<file path="src/rtl/ccal_pkg.sv">
// Shared constants, codes and interface structs of the calendar counter.
// No dependencies; imported by the top level, the divider and the configuration registers.
package ccal_pkg;

    localparam int SUBTICKS_PER_STEP = 16;
    localparam int ACC_W             = 4;
    localparam int MAX_STEPS         = 64;
    localparam int STEP_CNT_W        = $clog2(MAX_STEPS + 1);
    localparam int TOTAL_W           = 11;
    localparam int STEP_W            = 14;

    localparam int DIV_N             = 14;
    localparam int DIV_D             = 8;
    localparam int DIV_CNT_W         = $clog2(DIV_N);

    localparam int HOUR_MINUTES      = 60;
    localparam int MINUTE_MAX        = 59;

    localparam int CFG_IDX_W         = 2;
    localparam int CFG_DATA_W        = 8;

    localparam logic [7:0] RST_STEPS_PER_HOUR  = 8'd48;
    localparam logic [5:0] RST_HOURS_PER_DAY   = 6'd18;
    localparam logic [5:0] RST_DAYS_PER_MONTH  = 6'd40;
    localparam logic [5:0] RST_MONTHS_PER_YEAR = 6'd12;

    typedef enum logic [CFG_IDX_W-1:0] {
        CFG_STEPS_PER_HOUR  = 2'd0,
        CFG_HOURS_PER_DAY   = 2'd1,
        CFG_DAYS_PER_MONTH  = 2'd2,
        CFG_MONTHS_PER_YEAR = 2'd3
    } cfg_index_t;

    typedef enum logic {
        OP_ADVANCE = 1'b0,
        OP_LOAD    = 1'b1
    } opcode_t;

    typedef struct packed {
        logic [7:0] sph;
        logic [5:0] hpd;
        logic [5:0] dpm;
        logic [5:0] mpy;
    } cal_cfg_t;

    typedef struct packed {
        logic             start;
        logic [DIV_N-1:0] dividend;
        logic [DIV_D-1:0] divisor;
    } div_req_t;

    typedef struct packed {
        logic             done;
        logic [DIV_N-1:0] quotient;
        logic [DIV_D-1:0] remainder;
    } div_rsp_t;

endpackage

</file>
<file path="src/rtl/configurable_calendar_tick_counter_top.sv">
// Calendar counter top level: request handshake, step sequencer, calendar state.
// Load request: busy for one 14-bit divide by 60 on the shared divider.
// Advance request: one divide to find the step within the hour, then one 14-bit
// divide of minute scaling per result step; up to 64 results per request.
// Throughput is set by the one-bit-per-cycle shared divider and by back-pressure on m_ready.
// Synchronous active-low reset clears the calendar and restores the default config.
module configurable_calendar_tick_counter_top (
    input  logic                            aclk,
    input  logic                            aresetn,
    input  logic                            cfg_we,
    input  logic [ccal_pkg::CFG_IDX_W-1:0]  cfg_index,
    input  logic [ccal_pkg::CFG_DATA_W-1:0] cfg_wdata,
    input  logic                            s_valid,
    output logic                            s_ready,
    input  logic                            s_opcode,
    input  logic [9:0]                      s_subtick_count,
    input  logic [5:0]                      s_load_minute,
    input  logic [5:0]                      s_load_hour,
    input  logic [5:0]                      s_load_day,
    input  logic [5:0]                      s_load_month,
    input  logic [15:0]                     s_load_year,
    input  logic [15:0]                     s_load_rel_year,
    output logic                            m_valid,
    input  logic                            m_ready,
    output logic [5:0]                      m_minute_now,
    output logic [5:0]                      m_hour_now,
    output logic [5:0]                      m_day_now,
    output logic [5:0]                      m_month_now,
    output logic [15:0]                     m_year_now,
    output logic [15:0]                     m_rel_year_now,
    output logic                            m_hour_event,
    output logic                            m_day_event,
    output logic                            m_last_step
);
    import ccal_pkg::*;

    typedef enum logic [5:0] {
        ST_IDLE = 6'b000001,
        ST_LDIV = 6'b000010,
        ST_RDIV = 6'b000100,
        ST_STEP = 6'b001000,
        ST_MDIV = 6'b010000,
        ST_PUSH = 6'b100000
    } state_t;

    cal_cfg_t cfg;
    div_req_t div_req;
    div_rsp_t div_rsp;

    state_t                state_reg, state_next;
    logic [ACC_W-1:0]      acc_reg, acc_next;
    logic [STEP_W-1:0]     step_reg, step_next;
    logic [DIV_D-1:0]      rem_reg, rem_next;
    logic [5:0]            minute_reg, minute_next;
    logic [5:0]            hour_reg, hour_next;
    logic [5:0]            day_reg, day_next;
    logic [5:0]            month_reg, month_next;
    logic [15:0]           year_reg, year_next;
    logic [15:0]           rel_year_reg, rel_year_next;
    logic [STEP_CNT_W-1:0] left_reg, left_next;
    logic                  hev_reg, hev_next;
    logic                  dev_reg, dev_next;
    logic                  m_valid_reg, m_valid_next;
    logic [5:0]            out_minute_reg, out_minute_next;
    logic [5:0]            out_hour_reg, out_hour_next;
    logic [5:0]            out_day_reg, out_day_next;
    logic [5:0]            out_month_reg, out_month_next;
    logic [15:0]           out_year_reg, out_year_next;
    logic [15:0]           out_rel_year_reg, out_rel_year_next;
    logic                  out_hev_reg, out_hev_next;
    logic                  out_dev_reg, out_dev_next;
    logic                  out_last_reg, out_last_next;

    logic [TOTAL_W-1:0]    total;
    logic [TOTAL_W-1:0]    steps_raw;
    logic [STEP_CNT_W-1:0] steps_cap;
    logic [ACC_W-1:0]      acc_new;
    logic [5:0]            mi_cl;
    logic [5:0]            hr_lim;
    logic [5:0]            hr_cl;
    logic [STEP_W-1:0]     mul_ld;
    logic [STEP_W-1:0]     ld_step;
    logic [STEP_W-1:0]     step_inc;
    logic [DIV_D-1:0]      rem_plus;
    logic [DIV_D-1:0]      rem_inc;
    logic [STEP_W-1:0]     mul_min;
    logic                  hev;
    logic [5:0]            hour_inc;
    logic [5:0]            day_inc;
    logic [5:0]            month_inc;
    logic                  push_fire;

    ccal_cfg u_cfg (
        .aclk      (aclk),
        .aresetn   (aresetn),
        .cfg_we    (cfg_we),
        .cfg_index (cfg_index),
        .cfg_wdata (cfg_wdata),
        .cfg       (cfg)
    );

    ccal_div u_div (
        .aclk    (aclk),
        .aresetn (aresetn),
        .req     (div_req),
        .rsp     (div_rsp)
    );

    always_comb begin
        total     = TOTAL_W'(acc_reg) + TOTAL_W'(s_subtick_count);
        steps_raw = TOTAL_W'(total / SUBTICKS_PER_STEP);
        steps_cap = (steps_raw > TOTAL_W'(MAX_STEPS)) ? STEP_CNT_W'(MAX_STEPS)
                                                      : STEP_CNT_W'(steps_raw);
        acc_new   = ACC_W'(total % SUBTICKS_PER_STEP);

        mi_cl   = (s_load_minute > 6'(MINUTE_MAX)) ? 6'(MINUTE_MAX) : s_load_minute;
        hr_lim  = cfg.hpd - 1'b1;
        hr_cl   = (s_load_hour > hr_lim) ? hr_lim : s_load_hour;
        mul_ld  = STEP_W'(mi_cl) * STEP_W'(cfg.sph);
        ld_step = STEP_W'(hour_reg) * STEP_W'(cfg.sph) + div_rsp.quotient;

        step_inc  = step_reg + 1'b1;
        rem_plus  = rem_reg + 1'b1;
        rem_inc   = ((step_inc == '0) || (rem_plus == cfg.sph)) ? '0 : rem_plus;
        hev       = (rem_inc == '0);
        mul_min   = STEP_W'(rem_inc) * STEP_W'(HOUR_MINUTES);
        hour_inc  = hour_reg + 1'b1;
        day_inc   = day_reg + 1'b1;
        month_inc = month_reg + 1'b1;
    end

    always_comb begin
        state_next    = state_reg;
        acc_next      = acc_reg;
        step_next     = step_reg;
        rem_next      = rem_reg;
        minute_next   = minute_reg;
        hour_next     = hour_reg;
        day_next      = day_reg;
        month_next    = month_reg;
        year_next     = year_reg;
        rel_year_next = rel_year_reg;
        left_next     = left_reg;
        hev_next      = hev_reg;
        dev_next      = dev_reg;

        div_req.start    = 1'b0;
        div_req.dividend = mul_min;
        div_req.divisor  = cfg.sph;

        push_fire         = 1'b0;
        m_valid_next      = m_valid_reg & ~m_ready;
        out_minute_next   = out_minute_reg;
        out_hour_next     = out_hour_reg;
        out_day_next      = out_day_reg;
        out_month_next    = out_month_reg;
        out_year_next     = out_year_reg;
        out_rel_year_next = out_rel_year_reg;
        out_hev_next      = out_hev_reg;
        out_dev_next      = out_dev_reg;
        out_last_next     = out_last_reg;

        case (state_reg)
            ST_IDLE: begin
                if (s_valid) begin
                    if (opcode_t'(s_opcode) == OP_LOAD) begin
                        minute_next      = mi_cl;
                        hour_next        = hr_cl;
                        day_next         = s_load_day;
                        month_next       = s_load_month;
                        year_next        = s_load_year;
                        rel_year_next    = s_load_rel_year;
                        acc_next         = '0;
                        div_req.start    = 1'b1;
                        div_req.dividend = mul_ld;
                        div_req.divisor  = DIV_D'(HOUR_MINUTES);
                        state_next       = ST_LDIV;
                    end else begin
                        acc_next  = acc_new;
                        left_next = steps_cap;
                        if (steps_cap != '0) begin
                            div_req.start    = 1'b1;
                            div_req.dividend = step_reg;
                            div_req.divisor  = cfg.sph;
                            state_next       = ST_RDIV;
                        end
                    end
                end
            end
            ST_LDIV: begin
                if (div_rsp.done) begin
                    step_next  = ld_step;
                    state_next = ST_IDLE;
                end
            end
            ST_RDIV: begin
                if (div_rsp.done) begin
                    rem_next   = div_rsp.remainder;
                    state_next = ST_STEP;
                end
            end
            ST_STEP: begin
                step_next = step_inc;
                rem_next  = rem_inc;
                hev_next  = hev;
                dev_next  = 1'b0;
                if (hev) begin
                    hour_next = hour_inc;
                    if (hour_inc >= cfg.hpd) begin
                        hour_next = '0;
                        step_next = '0;
                        dev_next  = 1'b1;
                        day_next  = day_inc;
                        if (day_inc >= cfg.dpm) begin
                            day_next   = '0;
                            month_next = month_inc;
                            if (month_inc >= cfg.mpy) begin
                                month_next    = '0;
                                year_next     = year_reg + 1'b1;
                                rel_year_next = rel_year_reg + 1'b1;
                            end
                        end
                    end
                end
                div_req.start = 1'b1;
                state_next    = ST_MDIV;
            end
            ST_MDIV: begin
                if (div_rsp.done) begin
                    minute_next = div_rsp.quotient[5:0];
                    state_next  = ST_PUSH;
                end
            end
            ST_PUSH: begin
                if (!m_valid_reg || m_ready) begin
                    push_fire         = 1'b1;
                    m_valid_next      = 1'b1;
                    out_minute_next   = minute_reg;
                    out_hour_next     = hour_reg;
                    out_day_next      = day_reg;
                    out_month_next    = month_reg;
                    out_year_next     = year_reg;
                    out_rel_year_next = rel_year_reg;
                    out_hev_next      = hev_reg;
                    out_dev_next      = dev_reg;
                    out_last_next     = (left_reg == STEP_CNT_W'(1));
                    left_next         = left_reg - 1'b1;
                    state_next        = (left_reg == STEP_CNT_W'(1)) ? ST_IDLE : ST_STEP;
                end
            end
            default: begin
                state_next = ST_IDLE;
            end
        endcase
    end

    always_ff @(posedge aclk) begin
        if (!aresetn) begin
            state_reg    <= ST_IDLE;
            acc_reg      <= '0;
            step_reg     <= '0;
            minute_reg   <= '0;
            hour_reg     <= '0;
            day_reg      <= '0;
            month_reg    <= '0;
            year_reg     <= '0;
            rel_year_reg <= '0;
            left_reg     <= '0;
            m_valid_reg  <= 1'b0;
        end else begin
            state_reg    <= state_next;
            acc_reg      <= acc_next;
            step_reg     <= step_next;
            minute_reg   <= minute_next;
            hour_reg     <= hour_next;
            day_reg      <= day_next;
            month_reg    <= month_next;
            year_reg     <= year_next;
            rel_year_reg <= rel_year_next;
            left_reg     <= left_next;
            m_valid_reg  <= m_valid_next;
        end
        rem_reg          <= rem_next;
        hev_reg          <= hev_next;
        dev_reg          <= dev_next;
        if (push_fire) begin
            out_minute_reg   <= out_minute_next;
            out_hour_reg     <= out_hour_next;
            out_day_reg      <= out_day_next;
            out_month_reg    <= out_month_next;
            out_year_reg     <= out_year_next;
            out_rel_year_reg <= out_rel_year_next;
            out_hev_reg      <= out_hev_next;
            out_dev_reg      <= out_dev_next;
            out_last_reg     <= out_last_next;
        end
    end

    assign s_ready        = (state_reg == ST_IDLE);
    assign m_valid        = m_valid_reg;
    assign m_minute_now   = out_minute_reg;
    assign m_hour_now     = out_hour_reg;
    assign m_day_now      = out_day_reg;
    assign m_month_now    = out_month_reg;
    assign m_year_now     = out_year_reg;
    assign m_rel_year_now = out_rel_year_reg;
    assign m_hour_event   = out_hev_reg;
    assign m_day_event    = out_dev_reg;
    assign m_last_step    = out_last_reg;

endmodule

</file>
<file path="src/rtl/ccal_div.sv">
// Shared restoring divider, one quotient bit per cycle.
// Depends on ccal_pkg for widths and the request and response structs.
module ccal_div (
    input  logic               aclk,
    input  logic               aresetn,
    input  ccal_pkg::div_req_t req,
    output ccal_pkg::div_rsp_t rsp
);
    import ccal_pkg::*;

    logic                 busy_reg, busy_next;
    logic                 done_reg, done_next;
    logic [DIV_CNT_W-1:0] cnt_reg, cnt_next;
    logic [DIV_N-1:0]     work_reg, work_next;
    logic [DIV_D-1:0]     rem_reg, rem_next;
    logic [DIV_D-1:0]     dvsr_reg, dvsr_next;
    logic [DIV_D:0]       trial;
    logic [DIV_D:0]       diff;
    logic                 ge;

    always_comb begin
        trial     = {rem_reg, work_reg[DIV_N-1]};
        diff      = trial - {1'b0, dvsr_reg};
        ge        = (trial >= {1'b0, dvsr_reg});
        busy_next = busy_reg;
        done_next = 1'b0;
        cnt_next  = cnt_reg;
        work_next = work_reg;
        rem_next  = rem_reg;
        dvsr_next = dvsr_reg;
        if (req.start) begin
            busy_next = 1'b1;
            cnt_next  = DIV_CNT_W'(DIV_N - 1);
            work_next = req.dividend;
            rem_next  = '0;
            dvsr_next = req.divisor;
        end else if (busy_reg) begin
            work_next = {work_reg[DIV_N-2:0], ge};
            rem_next  = ge ? diff[DIV_D-1:0] : trial[DIV_D-1:0];
            if (cnt_reg == '0) begin
                busy_next = 1'b0;
                done_next = 1'b1;
            end else begin
                cnt_next = cnt_reg - 1'b1;
            end
        end
    end

    always_ff @(posedge aclk) begin
        if (!aresetn) begin
            busy_reg <= 1'b0;
            done_reg <= 1'b0;
            cnt_reg  <= '0;
        end else begin
            busy_reg <= busy_next;
            done_reg <= done_next;
            cnt_reg  <= cnt_next;
        end
        work_reg <= work_next;
        rem_reg  <= rem_next;
        dvsr_reg <= dvsr_next;
    end

    assign rsp.done      = done_reg;
    assign rsp.quotient  = work_reg;
    assign rsp.remainder = rem_reg;

endmodule

</file>
<file path="src/rtl/ccal_cfg.sv">
// Configuration registers of the calendar counter and their effective values.
// Depends on ccal_pkg for register codes, reset values and the config struct.
module ccal_cfg (
    input  logic                             aclk,
    input  logic                             aresetn,
    input  logic                             cfg_we,
    input  logic [ccal_pkg::CFG_IDX_W-1:0]   cfg_index,
    input  logic [ccal_pkg::CFG_DATA_W-1:0]  cfg_wdata,
    output ccal_pkg::cal_cfg_t               cfg
);
    import ccal_pkg::*;

    logic [7:0] sph_reg, sph_next;
    logic [5:0] hpd_reg, hpd_next;
    logic [5:0] dpm_reg, dpm_next;
    logic [5:0] mpy_reg, mpy_next;

    always_comb begin
        sph_next = sph_reg;
        hpd_next = hpd_reg;
        dpm_next = dpm_reg;
        mpy_next = mpy_reg;
        if (cfg_we) begin
            case (cfg_index_t'(cfg_index))
                CFG_STEPS_PER_HOUR:  sph_next = cfg_wdata;
                CFG_HOURS_PER_DAY:   hpd_next = cfg_wdata[5:0];
                CFG_DAYS_PER_MONTH:  dpm_next = cfg_wdata[5:0];
                CFG_MONTHS_PER_YEAR: mpy_next = cfg_wdata[5:0];
                default: ;
            endcase
        end
    end

    always_ff @(posedge aclk) begin
        if (!aresetn) begin
            sph_reg <= RST_STEPS_PER_HOUR;
            hpd_reg <= RST_HOURS_PER_DAY;
            dpm_reg <= RST_DAYS_PER_MONTH;
            mpy_reg <= RST_MONTHS_PER_YEAR;
        end else begin
            sph_reg <= sph_next;
            hpd_reg <= hpd_next;
            dpm_reg <= dpm_next;
            mpy_reg <= mpy_next;
        end
    end

    // A register holding zero behaves as one.
    assign cfg.sph = (sph_reg == '0) ? 8'd1 : sph_reg;
    assign cfg.hpd = (hpd_reg == '0) ? 6'd1 : hpd_reg;
    assign cfg.dpm = (dpm_reg == '0) ? 6'd1 : dpm_reg;
    assign cfg.mpy = (mpy_reg == '0) ? 6'd1 : mpy_reg;

endmodule

</file>
<file path="config.mk">
export PLATFORM = sky130hd
export DESIGN_NAME = configurable_calendar_tick_counter_top
export DESIGN_NICKNAME = d
export VERILOG_FILES = /design/src/rtl/ccal_pkg.sv /design/src/rtl/configurable_calendar_tick_counter_top.sv /design/src/rtl/ccal_div.sv /design/src/rtl/ccal_cfg.sv
export SDC_FILE = /design/constraint.sdc
export NUM_CORES = 1
export LEC_CHECK = 0
export BUFFER_PORTS_ARGS = -buffer_cell sky130_fd_sc_hd__buf_2
export CORE_UTILIZATION = 56
export CTS_CLUSTER_SIZE = 24
export DETAILED_ROUTE_END_ITERATION = 8
export PLACE_DENSITY = 0.84
export SYNTH_ARGS = -nofsm -noshare
export SYNTH_HDL_FRONTEND = slang
export SYNTH_SLANG_ARGS = --single-unit
export TNS_END_PERCENT = 100
</file>
<file path="constraint.sdc">
create_clock -name aclk -period 9.4 [get_ports aclk]
set_input_delay 0 -clock aclk [delete_from_list [all_inputs] [get_ports aclk]]
set_output_delay 0 -clock aclk [all_outputs]
set_load 0.1 [all_outputs]
</file>
== After elaboration in Yosys (flattened, before gate mapping) ==
Cells that the tools add are included.
W data, S select, Z words.

* Logic and storage cells: 207
* Output and inout port bits: 61
* Flip-flop bits (word level): 219
* Input bits: 82

* Multiplexer cells: 84
* Equal/unequal tests: 24
* $add $sub $neg: 13
* Bitwise logic cells: 5
* Multipliers: 3
* Reduce and logical (&&, ||, !) cells: 37
* $lt $le $gt $ge: 7

{| class="wikitable"
|+ Operators with widths
! cell !! number
|-
| $mux W16 || 12
|-
| $mux W6 || 30
|-
| $mux W14 || 5
|-
| $mux W23 || 3
|-
| $pmux W16 S2 || 2
|-
| $pmux W6 S2 || 4
|-
| $pmux W6 S6 || 1
|-
| $add A16 B1 Y16 const B || 2
|-
| $mux W8 || 4
|-
| $mul A6 B8 Y14 || 2
|-
| $mux W7 || 4
|-
| $pmux W14 S2 || 1
|-
| $mux W22 || 1
|-
| $mux W4 || 5
|-
| $add A6 B1 Y6 const B || 3
|-
| $ge A6 B6 Y1 || 3
|-
| $logic_not A6 Y1 || 3
|-
| $reduce_and A2 Y1 || 9
|-
| $logic_not A8 Y1 || 2
|-
| $ne A2 B2 Y1 const B || 8
|-
| $pmux W8 S2 || 1
|-
| $add A14 B1 Y14 const B || 1
|-
| $add A14 B14 Y14 || 1
|-
| $logic_not A14 Y1 || 1
|-
| other kinds (41) || 65
|}

== Longest topological paths before layout ==
Gate-level depths: netlist of the first run.

* Depth after elaboration: 12
* Gate-level depth with buffers: 20
* Gate-level depth less buffers: 20

== Cells and area by module ==
A second synthesis of the first run with hierarchy kept.

* Cells, all modules: 1833
* Area total of the unflattened synthesis: 16479.6 µm²

{| class="wikitable"
|+ Modules (own cells, without submodules)
! module !! area an instance (µm²) !! instances !! cells each !! seq. area each (µm²)
|-
| configurable_calendar_tick_counter_top || 13371.6 || 1 || 1533 || 3833.7
|-
| ccal_div || 1890.6 || 1 || 166 || 940.9
|-
| ccal_cfg || 1217.4 || 1 || 134 || 520.5
|}

== Worst setup path before layout of the first run ==
No wires, ideal clock.

* Kind: register to register
* Start point: reg rem_reg[0]
* End point: reg u_div.work_reg[12] (data pin)
* Stages on the path, launching flop included: 19
* Period minus slack after synthesis: 5.008 ns
* Path buffers: 0
* Path slack: 4.392 ns
* Library setup time: 0.152 ns
* Data required time: 9.248 ns
* Arrival time: 4.856 ns
* Path through: edfxtp_1 ha_1 xnor2_1 xor2_1 o211ai_1 or4_1 nor3_2 or3_1 inv_1 fa_1 fa_1 fa_1 a211o_1 a211oi_1 o21bai_1 a21oi_1 xnor2_1 nand2_1 a31oi_1

* Longest elaborated chain between the ends: 10

{| class="wikitable"
|+ RTL lines
! element !! RTL line !! source
|-
| start: declaration || configurable_calendar_tick_counter_top.sv:53 || <nowiki>logic [DIV_D-1:0] rem_reg, rem_next;</nowiki>
|-
| start signal: assignment || configurable_calendar_tick_counter_top.sv:283 || <nowiki>rem_reg <= rem_next;</nowiki>
|-
| $add A8 B1 Y8 (*) || configurable_calendar_tick_counter_top.sv:123 || <nowiki>rem_plus = rem_reg + 1'b1;</nowiki>
|-
| $eq A8 B8 Y1 || configurable_calendar_tick_counter_top.sv:124 || <nowiki>rem_inc = ((step_inc == '0) || (rem_plus == cfg.sph)) ? '0 : rem_plus;</nowiki>
|-
| $logic_or A1 B1 Y1 || configurable_calendar_tick_counter_top.sv:124 ||
|-
| $mux W8 (*) || configurable_calendar_tick_counter_top.sv:124 ||
|-
| $mul A8 B4 Y12 (*) || configurable_calendar_tick_counter_top.sv:126 || <nowiki>mul_min = STEP_W'(rem_inc) * STEP_W'(HOUR_MINUTES);</nowiki>
|-
| $mux W23 || configurable_calendar_tick_counter_top.sv:181 || <nowiki>if (steps_cap != '0) begin</nowiki>
|-
| $mux W23 || configurable_calendar_tick_counter_top.sv:166 || <nowiki>if (opcode_t'(s_opcode) == OP_LOAD) begin</nowiki>
|-
| $mux W23 || configurable_calendar_tick_counter_top.sv:165 || <nowiki>if (s_valid) begin</nowiki>
|-
| $mux W22 (*) || configurable_calendar_tick_counter_top.sv:163 || <nowiki>case (state_reg)</nowiki>
|-
| $mux W14 (*) || ccal_div.sv:31 || <nowiki>if (req.start) begin</nowiki>
|-
| named net u_div.work_next[12] || ccal_div.sv:14 || <nowiki>logic [DIV_N-1:0] work_reg, work_next;</nowiki>
|-
| end signal: assignment || ccal_div.sv:59 || <nowiki>work_reg <= work_next;</nowiki>
|-
| end: declaration || ccal_div.sv:14 ||
|}

The timed path passes the listed nets; every way through them passes the cells marked *.
A chain may end at the register's enable or synchronous reset.

== Worst setup path after layout of the first run ==
* Start point: reg step_reg[4]
* End point: reg u_div.work_reg[12] (data pin)

* Longest elaborated chain between the ends: 10

{| class="wikitable"
|+ RTL lines
! element !! RTL line !! source
|-
| start: declaration || configurable_calendar_tick_counter_top.sv:52 || <nowiki>logic [STEP_W-1:0] step_reg, step_next;</nowiki>
|-
| start signal: assignment || configurable_calendar_tick_counter_top.sv:273 || <nowiki>step_reg <= step_next;</nowiki>
|-
| $add A14 B1 Y14 (*) || configurable_calendar_tick_counter_top.sv:122 || <nowiki>step_inc = step_reg + 1'b1;</nowiki>
|-
| $logic_not A14 Y1 (*) || configurable_calendar_tick_counter_top.sv:124 ||
|-
| $logic_or A1 B1 Y1 (*) || configurable_calendar_tick_counter_top.sv:124 ||
|-
| $mux W8 (*) || configurable_calendar_tick_counter_top.sv:124 ||
|-
| $mul A8 B4 Y12 (*) || configurable_calendar_tick_counter_top.sv:126 ||
|-
| $mux W23 || configurable_calendar_tick_counter_top.sv:181 ||
|-
| $mux W23 || configurable_calendar_tick_counter_top.sv:166 ||
|-
| $mux W23 || configurable_calendar_tick_counter_top.sv:165 ||
|-
| $mux W22 (*) || configurable_calendar_tick_counter_top.sv:163 ||
|-
| $mux W14 (*) || ccal_div.sv:31 ||
|-
| named net u_div.work_next[12] || ccal_div.sv:14 ||
|}

Marks and branches as above.

==> results of run 1 <==
==> Yosys cell counts, drive strengths merged, types with 14 or more instances <==
cell type / n / area share
a211oi: 27 / 0.015
clkbuf: 66 / 0.015
nor3: 41 / 0.016
dfxtp: 128 / 0.16
nand2: 153 / 0.036
edfxtp: 91 / 0.17
a21oi: 101 / 0.031
mux2i: 45 / 0.028
nor2: 156 / 0.037
xor2: 23 / 0.013
nand2b: 18 / 0.0070
and3: 37 / 0.014
inv: 152 / 0.035
a22o: 23 / 0.013
ha: 116 / 0.090
or3: 14 / 0.0058
and2: 43 / 0.017
nand3: 63 / 0.020
o21ai: 102 / 0.033
nor2b: 35 / 0.014
fa: 75 / 0.093
buf: 26 / 0.0097
xnor2: 46 / 0.025
==> worst min path at each step <==
stage,end,cells after the start
6_report,hour_reg[3]$_SDFFE_PN0P_,5
5_1_grt,minute_reg[5]$_SDFFE_PN0P_,3
4_1_cts,hour_reg[3]$_SDFFE_PN0P_,5
3_5_place_dp,u_cfg.sph_reg[6]$_SDFFE_PN0P_,3
3_3_place_gp,u_cfg.sph_reg[6]$_SDFFE_PN0P_,3
2_1_floorplan,u_cfg.mpy_reg[2]$_SDFFE_PN1P_,2
==> power groups by stage <==
stage,Sequential [uW],Combinational [uW],Clock [uW]
2_1_floorplan,1210,919,0
5_1_grt,1300,1330,1030
6_report,1280,1190,985
3_5_place_dp,1290,1140,0
3_3_place_gp,1290,1090,0
4_1_cts,1280,1170,985
==> placed cells by master, fill, tap and decap left out, types with 18 or more instances in the layout <==
cell	n
nand3_1	63
dfxtp_1	128
nand2_1	152
clkbuf_16	24
o21ai_0	89
inv_1	149
xor2_1	23
ha_1	116
xnor2_1	46
a211oi_1	20
nor3_1	34
and2_1	42
mux2i_1	45
nor2_1	154
dlygate4sd3_1	70
and3_1	37
nand2b_1	18
a21oi_1	101
a22o_1	23
nor2b_1	35
edfxtp_1	91
fa_1	75
buf_2	142
==> final cells by class <==
cell class                 instances  share of cell area
clock buffer                      31             0.03605
clock inverter                    13            0.008454
inverter                         153             0.03131
multi-input combinational       1320              0.5321
sequential                       219              0.2862
tap                              378             0.02556
timing repair buffer             222             0.08035
==> per-stage QoR <==
stage	instance area, um^2	util	power [uW]	cells
3_3_place_gp	16980	0.6061	2377	2222
3_5_place_dp	16980	0.6061	2432	2222
6_report	18500	0.6605	3461	2336
4_1_cts	18500	0.6605	3435	2336
5_1_grt	18500	0.6605	3657	2336
2_1_floorplan	16100	-	2130	1784
==> worst reg2reg max path, stage by stage, from the launching register on <==
cell and delay [ns]:
dfxtp_1 0.45, nand4_1 0.24, nor2_1 0.25, nand3_1 0.17
mux2i_1 0.16, a2111oi_1 1.01, or3_1 0.35, inv_1 0.12
fa_1 0.59, fa_1 0.47, fa_1 0.45, a211o_1 0.30
a211oi_1 0.27, o21bai_1 0.11, a21oi_1 0.18, xnor2_1 0.14
nand2_1 0.07, a31oi_1 0.20
==> kinds of logic (layout without fill, tap and decap cells) <==
family	after synthesis	count (layout)	synth area share
adder cells (fa/ha/maj)	191	191	0.1835
buffers and inverters	245	419	0.06118
AND/OR/NAND/NOR	611	611	0.1889
AO/OA/AOI/OAI	402	402	0.1706
flip-flops	219	219	0.3290
XOR/XNOR	69	69	0.03755
multiplexers	47	47	0.02938
==> routing by layer <==
metal / vias up / routed length, um / share of wire
met1: 6833 / 18040 / 0.41
met4: 0 / 1502 / 0.034
li1: 6610 / - / -
met3: 127 / 3949 / 0.089
met5: - / 0 / 0
met2: 768 / 20990 / 0.47
==> what timing repair did <==
item / CTS / global route
hold buffers: 70 / 0
hold endpoints to repair: 81 / 0
buffers inserted: 0 / 0
==> flow_summary_export.csv, run 1 <==
group,metric,value,unit
outcome,status,"finished, final reports clean",
critical_path,cp-end-kind,"flip-flop",
power,p_comb_frac,0.345,
logic_synthesis,syn_nets,2057,
cts,cts_resized,0,
grt,grt.busiest_layer,"met2",
critical_path,crit_family,"compound AO/OA/AOI/OAI gates",
logic_synthesis,synth_edf_count,91,
cts,cts_tree,"done",
critical_path,start_kind,"flip-flop",
final_layout,seq_area,0.005295,mm^2
routing,vias_per_cell,6.138,
final_layout,n_antenna_cell,0,
final_layout,fin_nets,2213,
critical_path,reg2regPathDepth,17,
routing,dr.pass1.iters,8,
die,rows,61,
cts,numCtsBuffers,24,
critical_path,crit_slowest_cell,"a2111oi_1",
grt,grt_pass1_wl,70660,um
critical_path,crit_start,"step_reg[4]$_SDFFE_PN0P_",
die,boundaryPins,143,
final_layout,drive_above_1_share,0.1267,
job,maxCapViolations,0,
cts,cts.sinks,219,
power,netSwitchingPower,1256,uW
final_layout,areaGrowthSynthToFinish,14.94,%
grt,antenna_found_initial,0,
cts,clock_latency,0.54,ns
timing,timing.final.ws_setup,3.694,ns
logic_synthesis,netlist_area,0.01610,mm^2
die,die_w,171.5,um
final_layout,fillers,2144,
routing,drt_iter0_markers,1676,
power,p_seq_frac,0.371,
timing,hold_violations,0,
timing,whs,0.01177,ns
logic_synthesis,ys_seq_elements,219,
logic_synthesis,synth_ff_type,"dfxtp_1",
logic_synthesis,ys_seq_area_frac,0.3290,
cts,cts_htree_levels,1,
power,vdd_ir_drop_max,0.1386,mV
logic_synthesis,ys_types,91,
timing,setup_tns,0,ns
critical_path,rrSetupSlack,3.69,ns
placed_design,post-place-ws,3.804,ns
die,die_h,171.5,um
logic_synthesis,yosys_warnings,0,
power,swShare,0.3627,
die,die_area,0.02942,mm^2
critical_path,required,9.77,ns
grt,grt_max_degree,80,
min_path,hp-start,"s_load_hour[3]",
min_path,hp-class,"in2reg",
timing,grt_setup_unrepaired,"no",
timing,fin_skew,0.02878,ns
routing,vias,14340,
critical_path,worst-path-max-fanout,9,
routing,drc,0,
power,power.density,187.1,mW/mm^2
grt,met2_usage,0.5106,
power,power_frac_clock,0.284,
critical_path,cp_num_cells,17,
critical_path,worstSetupPathType,"reg2reg",
grt,gr-usage-met1,0.3931,
critical_path,path_cells,"nand4_1 -> nor2_1 -> nand3_1 -> mux2i_1 -> a2111oi_1 -> or3_1 -> inv_1 -> fa_1 -> fa_1 -> fa_1 -> a211o_1 -> a211oi_1 -> o21bai_1 -> a21oi_1 -> xnor2_1 -> nand2_1 -> a31oi_1",
timing,clock.fmax,175.2,MHz
critical_path,worst_path_largest_cell_delay,1.01,ns
logic_synthesis,synth.avg_cell_area,9.022,um^2
critical_path,r2r_end,"u_div.work_reg[12]$_DFFE_PP_",
power,cellLeakagePower,0.008128,uW
grt,grt_use_met3,0.04487,
routing,ant_nets,0,
logic_synthesis,synthCells,1784,
critical_path,cp.arrival,6.07,ns
final_layout,multi_input_area,0.009843,mm^2
die,initial_core_util,0.5746,
critical_path,critical_path.most_common_cell,"fa_1",
cts,root_buffer,"clkbuf_16",
critical_path,reg2reg_from,"step_reg[4]$_SDFFE_PN0P_",
timing,setup_viol,0,
cts,cts.path.max_buffers,3,
critical_path,critPathBufInv,1,
critical_path,timing.critical_path.to,"u_div.work_reg[12]$_DFFE_PP_",
grt,grt.total_usage,0.3034,
grt,overflow,0,
power,power.internal,2206,uW
timing,slew_headroom,0.1999,
routing,drt_wl_total,44480,um
placed_design,dp.final_hpwl,30700,um
timing,worst_slew_pin_slew,1.197,ns
grt,grt_pass1_vias,13760,
timing,drv_slew,0,
die,core_area,0.02801,mm^2
routing,routedWlPerCell,19.04,um
placed_design,globalplace.congestion,0.9619,
logic_synthesis,async_reset_ff_frac,0,
cts,clk_pin_slew,0.06,ns
placed_design,port_buffers,142,
timing,finalCriticalPeriod,5.706,ns
timing,min_period_over_period,0.6071,
Note: power is estimated with default switching activity, not from simulation.
==> run 2, diff against run 1 <==
- ABC_AREA: default -> 1
- PLACE_DENSITY: 0.84 -> 0.87
- clock period: 9.4 -> 5.1 ns (I/O delays scaled with it)
==> run 2 against run 1 <==
Clock power up 74%. Non-clock buffer count is 27 higher. Fmax rose by 19%.
==> flow_summary_export.csv, run 2 <==
group,metric,value,unit
cts,cts.path.max_buffers,3,
job,maxCapViolations,0,
logic_synthesis,synth_edf_count,91,
timing,fin_skew,0.01436,ns
grt,grt_max_degree,73,
grt,antenna_found_initial,0,
outcome,status,"finished, final reports clean",
final_layout,drive_above_1_share,0.1195,
logic_synthesis,ys_seq_area_frac,0.3187,
logic_synthesis,async_reset_ff_frac,0,
critical_path,cp-end-kind,"flip-flop",
routing,drt_wl_total,48320,um
die,die_w,174.2,um
timing,finalCriticalPeriod,4.800,ns
routing,routedWlPerCell,17.19,um
power,power.density,436.6,mW/mm^2
grt,grt_pass1_vias,15660,
logic_synthesis,synth_ff_type,"dfxtp_1",
placed_design,port_buffers,142,
critical_path,worst-path-max-fanout,11,
final_layout,areaGrowthSynthToFinish,16.31,%
critical_path,required,5.48,ns
logic_synthesis,synth_area_leaders,"edfxtp_1 16%, dfxtp_1 15%, nand2_1 12%",
logic_synthesis,synth.avg_cell_area,7.538,um^2
cts,clock_latency,0.53,ns
logic_synthesis,synthTopCellsByCount,"519 x nand2_1, 338 x inv_1, 163 x nor2_1",
logic_synthesis,yosys.area.top_type_share,0.1645,
power,vdd_ir_drop_max,0.3000,mV
timing,clock.fmax,208.3,MHz
power,p_comb_frac,0.476,
routing,vias,16150,
grt,grt.total_usage,0.3165,
timing,hold_violations,0,
logic_synthesis,ys_types,54,
logic_synthesis,ys_seq_elements,219,
die,rows,62,
timing,setup_viol,0,
final_layout,layout_commonest_cell,"nand2_1",
timing,min_period_over_period,0.9413,
die,die_area,0.03036,mm^2
final_layout,n_antenna_cell,0,
timing,worst_slew_pin_slew,1.152,ns
power,p_seq_frac,0.322,
min_path,hp-class,"in2reg",
cts,cts_htree_levels,1,
timing,drv_slew,0,
critical_path,start_kind,"flip-flop",
cts,clk_pin_slew,0.07,ns
final_layout,fin_nets,2683,
cts,root_buffer,"clkbuf_16",
routing,ant_nets,0,
routing,dr.pass1.iters,8,
power,p_total,8437,uW
logic_synthesis,yosysTopAreaCell,"edfxtp_1",
logic_synthesis,netlist_area,0.01661,mm^2
logic_synthesis,yosys_warnings,0,
timing,slew_headroom,0.2303,
placed_design,dp.final_hpwl,33730,um
cts,cts_tree,"done",
power,cellLeakagePower,0.009332,uW
die,boundaryPins,143,
logic_synthesis,yosysMostFrequentCell,"nand2_1",
routing,vias_per_cell,5.746,
die,core_area,0.02894,mm^2
grt,overflow,0,
power,swShare,0.4464,
critical_path,cp.arrival,5.18,ns
power,netSwitchingPower,3767,uW
power,power_frac_clock,0.203,
cts,cts.sinks,219,
critical_path,worstSetupPathType,"reg2reg",
grt,grt_pass1_wl,77640,um
placed_design,globalplace.congestion,1.042,
logic_synthesis,synthCells,2204,
final_layout,mostFrequentLayoutCells,"517 x nand2_1, 337 x inv_1, 161 x nor2_1",
die,initial_core_util,0.5742,
logic_synthesis,syn_nets,2477,
final_layout,final_util,0.6679,
die,die_h,174.2,um
routing,drt_iter0_markers,1844,
power,power.internal,4671,uW
routing,drc,0,
cts,numCtsBuffers,23,
-- run 2: cell count changes in the layout (fill, tap and decap cells not counted), moves of 29 or more --
cell	before	now
mux2i_1	45	1
inv_1	149	337
nand3_1	63	145
and3_1	37	0
a21oi_1	101	138
nand2_1	152	517
nor2b_1	35	0
xnor2_1	46	17
o21ai_0	89	139
and2_1	42	0
-- run 2: per-layer routing --
layer	vias to the layer above	global-route usage	wire, um
met3	188	0.04899	4313
met5	-	0	0
li1	7546	-	-
met4	0	0.1473	2187
met2	922	0.5405	23080
met1	7495	0.3919	18740
-- run 2: final timing paths --
path | start | end | slack (ns) | cells after the start
worst min-delay path | s_opcode | acc_reg[2]$_SDFFE_PN0P_ | 0.02 | 4
worst max-delay path | u_cfg.sph_reg[6]$_SDFFE_PN0P_ | step_reg[10]$_SDFFE_PN0P_ | 0.30 | 20
worst min register to register | dev_reg$_SDFFCE_PN0P_ | m_day_event$_DFFE_PP_ | 0.43 | 0
worst max register to register | u_cfg.sph_reg[6]$_SDFFE_PN0P_ | step_reg[10]$_SDFFE_PN0P_ | 0.30 | 20
-- run 2: what timing repair did --
item	CTS	global route
setup buffers	0	1
endpoints found under the setup margin	0	12
gates resized for setup	0	19
hold buffers	83	0
endpoints found under the hold margin	96	0
-- run 2: final cells by class --
| type | count | area [um^2] |
|---|---|---|
| Tap cell | 384 | 480.5 |
| Inverter | 356 | 1341 |
| Multi-Input combinational cell | 1561 | 9717 |
| Sequential cell | 219 | 5299 |
| Clock buffer | 30 | 631.9 |
| Timing Repair Buffer | 249 | 1722 |
| Clock inverter | 12 | 133.9 |
| Fill cell | 2161 | 9610 |
-- run 2: power by group through the flow --
stage	Clock, uW	Combinational [uW]	Sequential (uW)
floorplan	0	3020	2520
global placement	0	3690	2700
detailed placement	0	3830	2720
CTS	1710	3930	2690
global route	1780	4510	2750
finish	1710	4010	2710
-- run 2: kinds of logic after synthesis --
family	Yosys count	share of synthesized area
AO/OA/AOI/OAI	359	0.1188
flip-flops	219	0.3187
buffers and inverters	424	0.1003
XOR/XNOR	67	0.03532
multiplexers	1	0.0006025
adder cells (fa/ha/maj)	191	0.1777
AND/OR/NAND/NOR	943	0.2486
-- run 2: worst max-delay path, stage by stage (launching register included) --
cell,delay [ns]
dfxtp_2,0.39
inv_1,0.23
nand3_1,0.15
inv_1,0.07
nand2_1,0.06
nand2_1,0.16
nand2_1,0.11
fa_1,0.53
fa_1,0.52
fa_1,0.54
inv_1,0.05
fa_1,0.45
ha_1,0.36
inv_1,0.08
nor3_1,0.25
nand2_1,0.08
nand2_1,0.11
a21oi_1,0.08
or2_2,0.27
nand3_1,0.08
a31oi_1,0.10
-- run 2: metrics by stage --
| stage | std cells | worst slack [ns] | setup TNS [ns] | cell area, um^2 | hold WS (ns) |
|---|---|---|---|---|---|
| 2_1_floorplan | 2204 | 0.6720 | 0 | 16610 | 0.1264 |
| 3_3_place_gp | 2685 | 0.3315 | 0 | 17660 | 0.3125 |
| 3_5_place_dp | 2685 | 0.1759 | 0 | 17660 | 0.3328 |
| 4_1_cts | 2810 | 0.1523 | 0 | 19260 | 0.005149 |
| 5_1_grt | 2811 | -0.02461 | -0.02461 | 19320 | 0.04607 |
| 6_report | 2811 | 0.2996 | 0 | 19320 | 0.01684 |
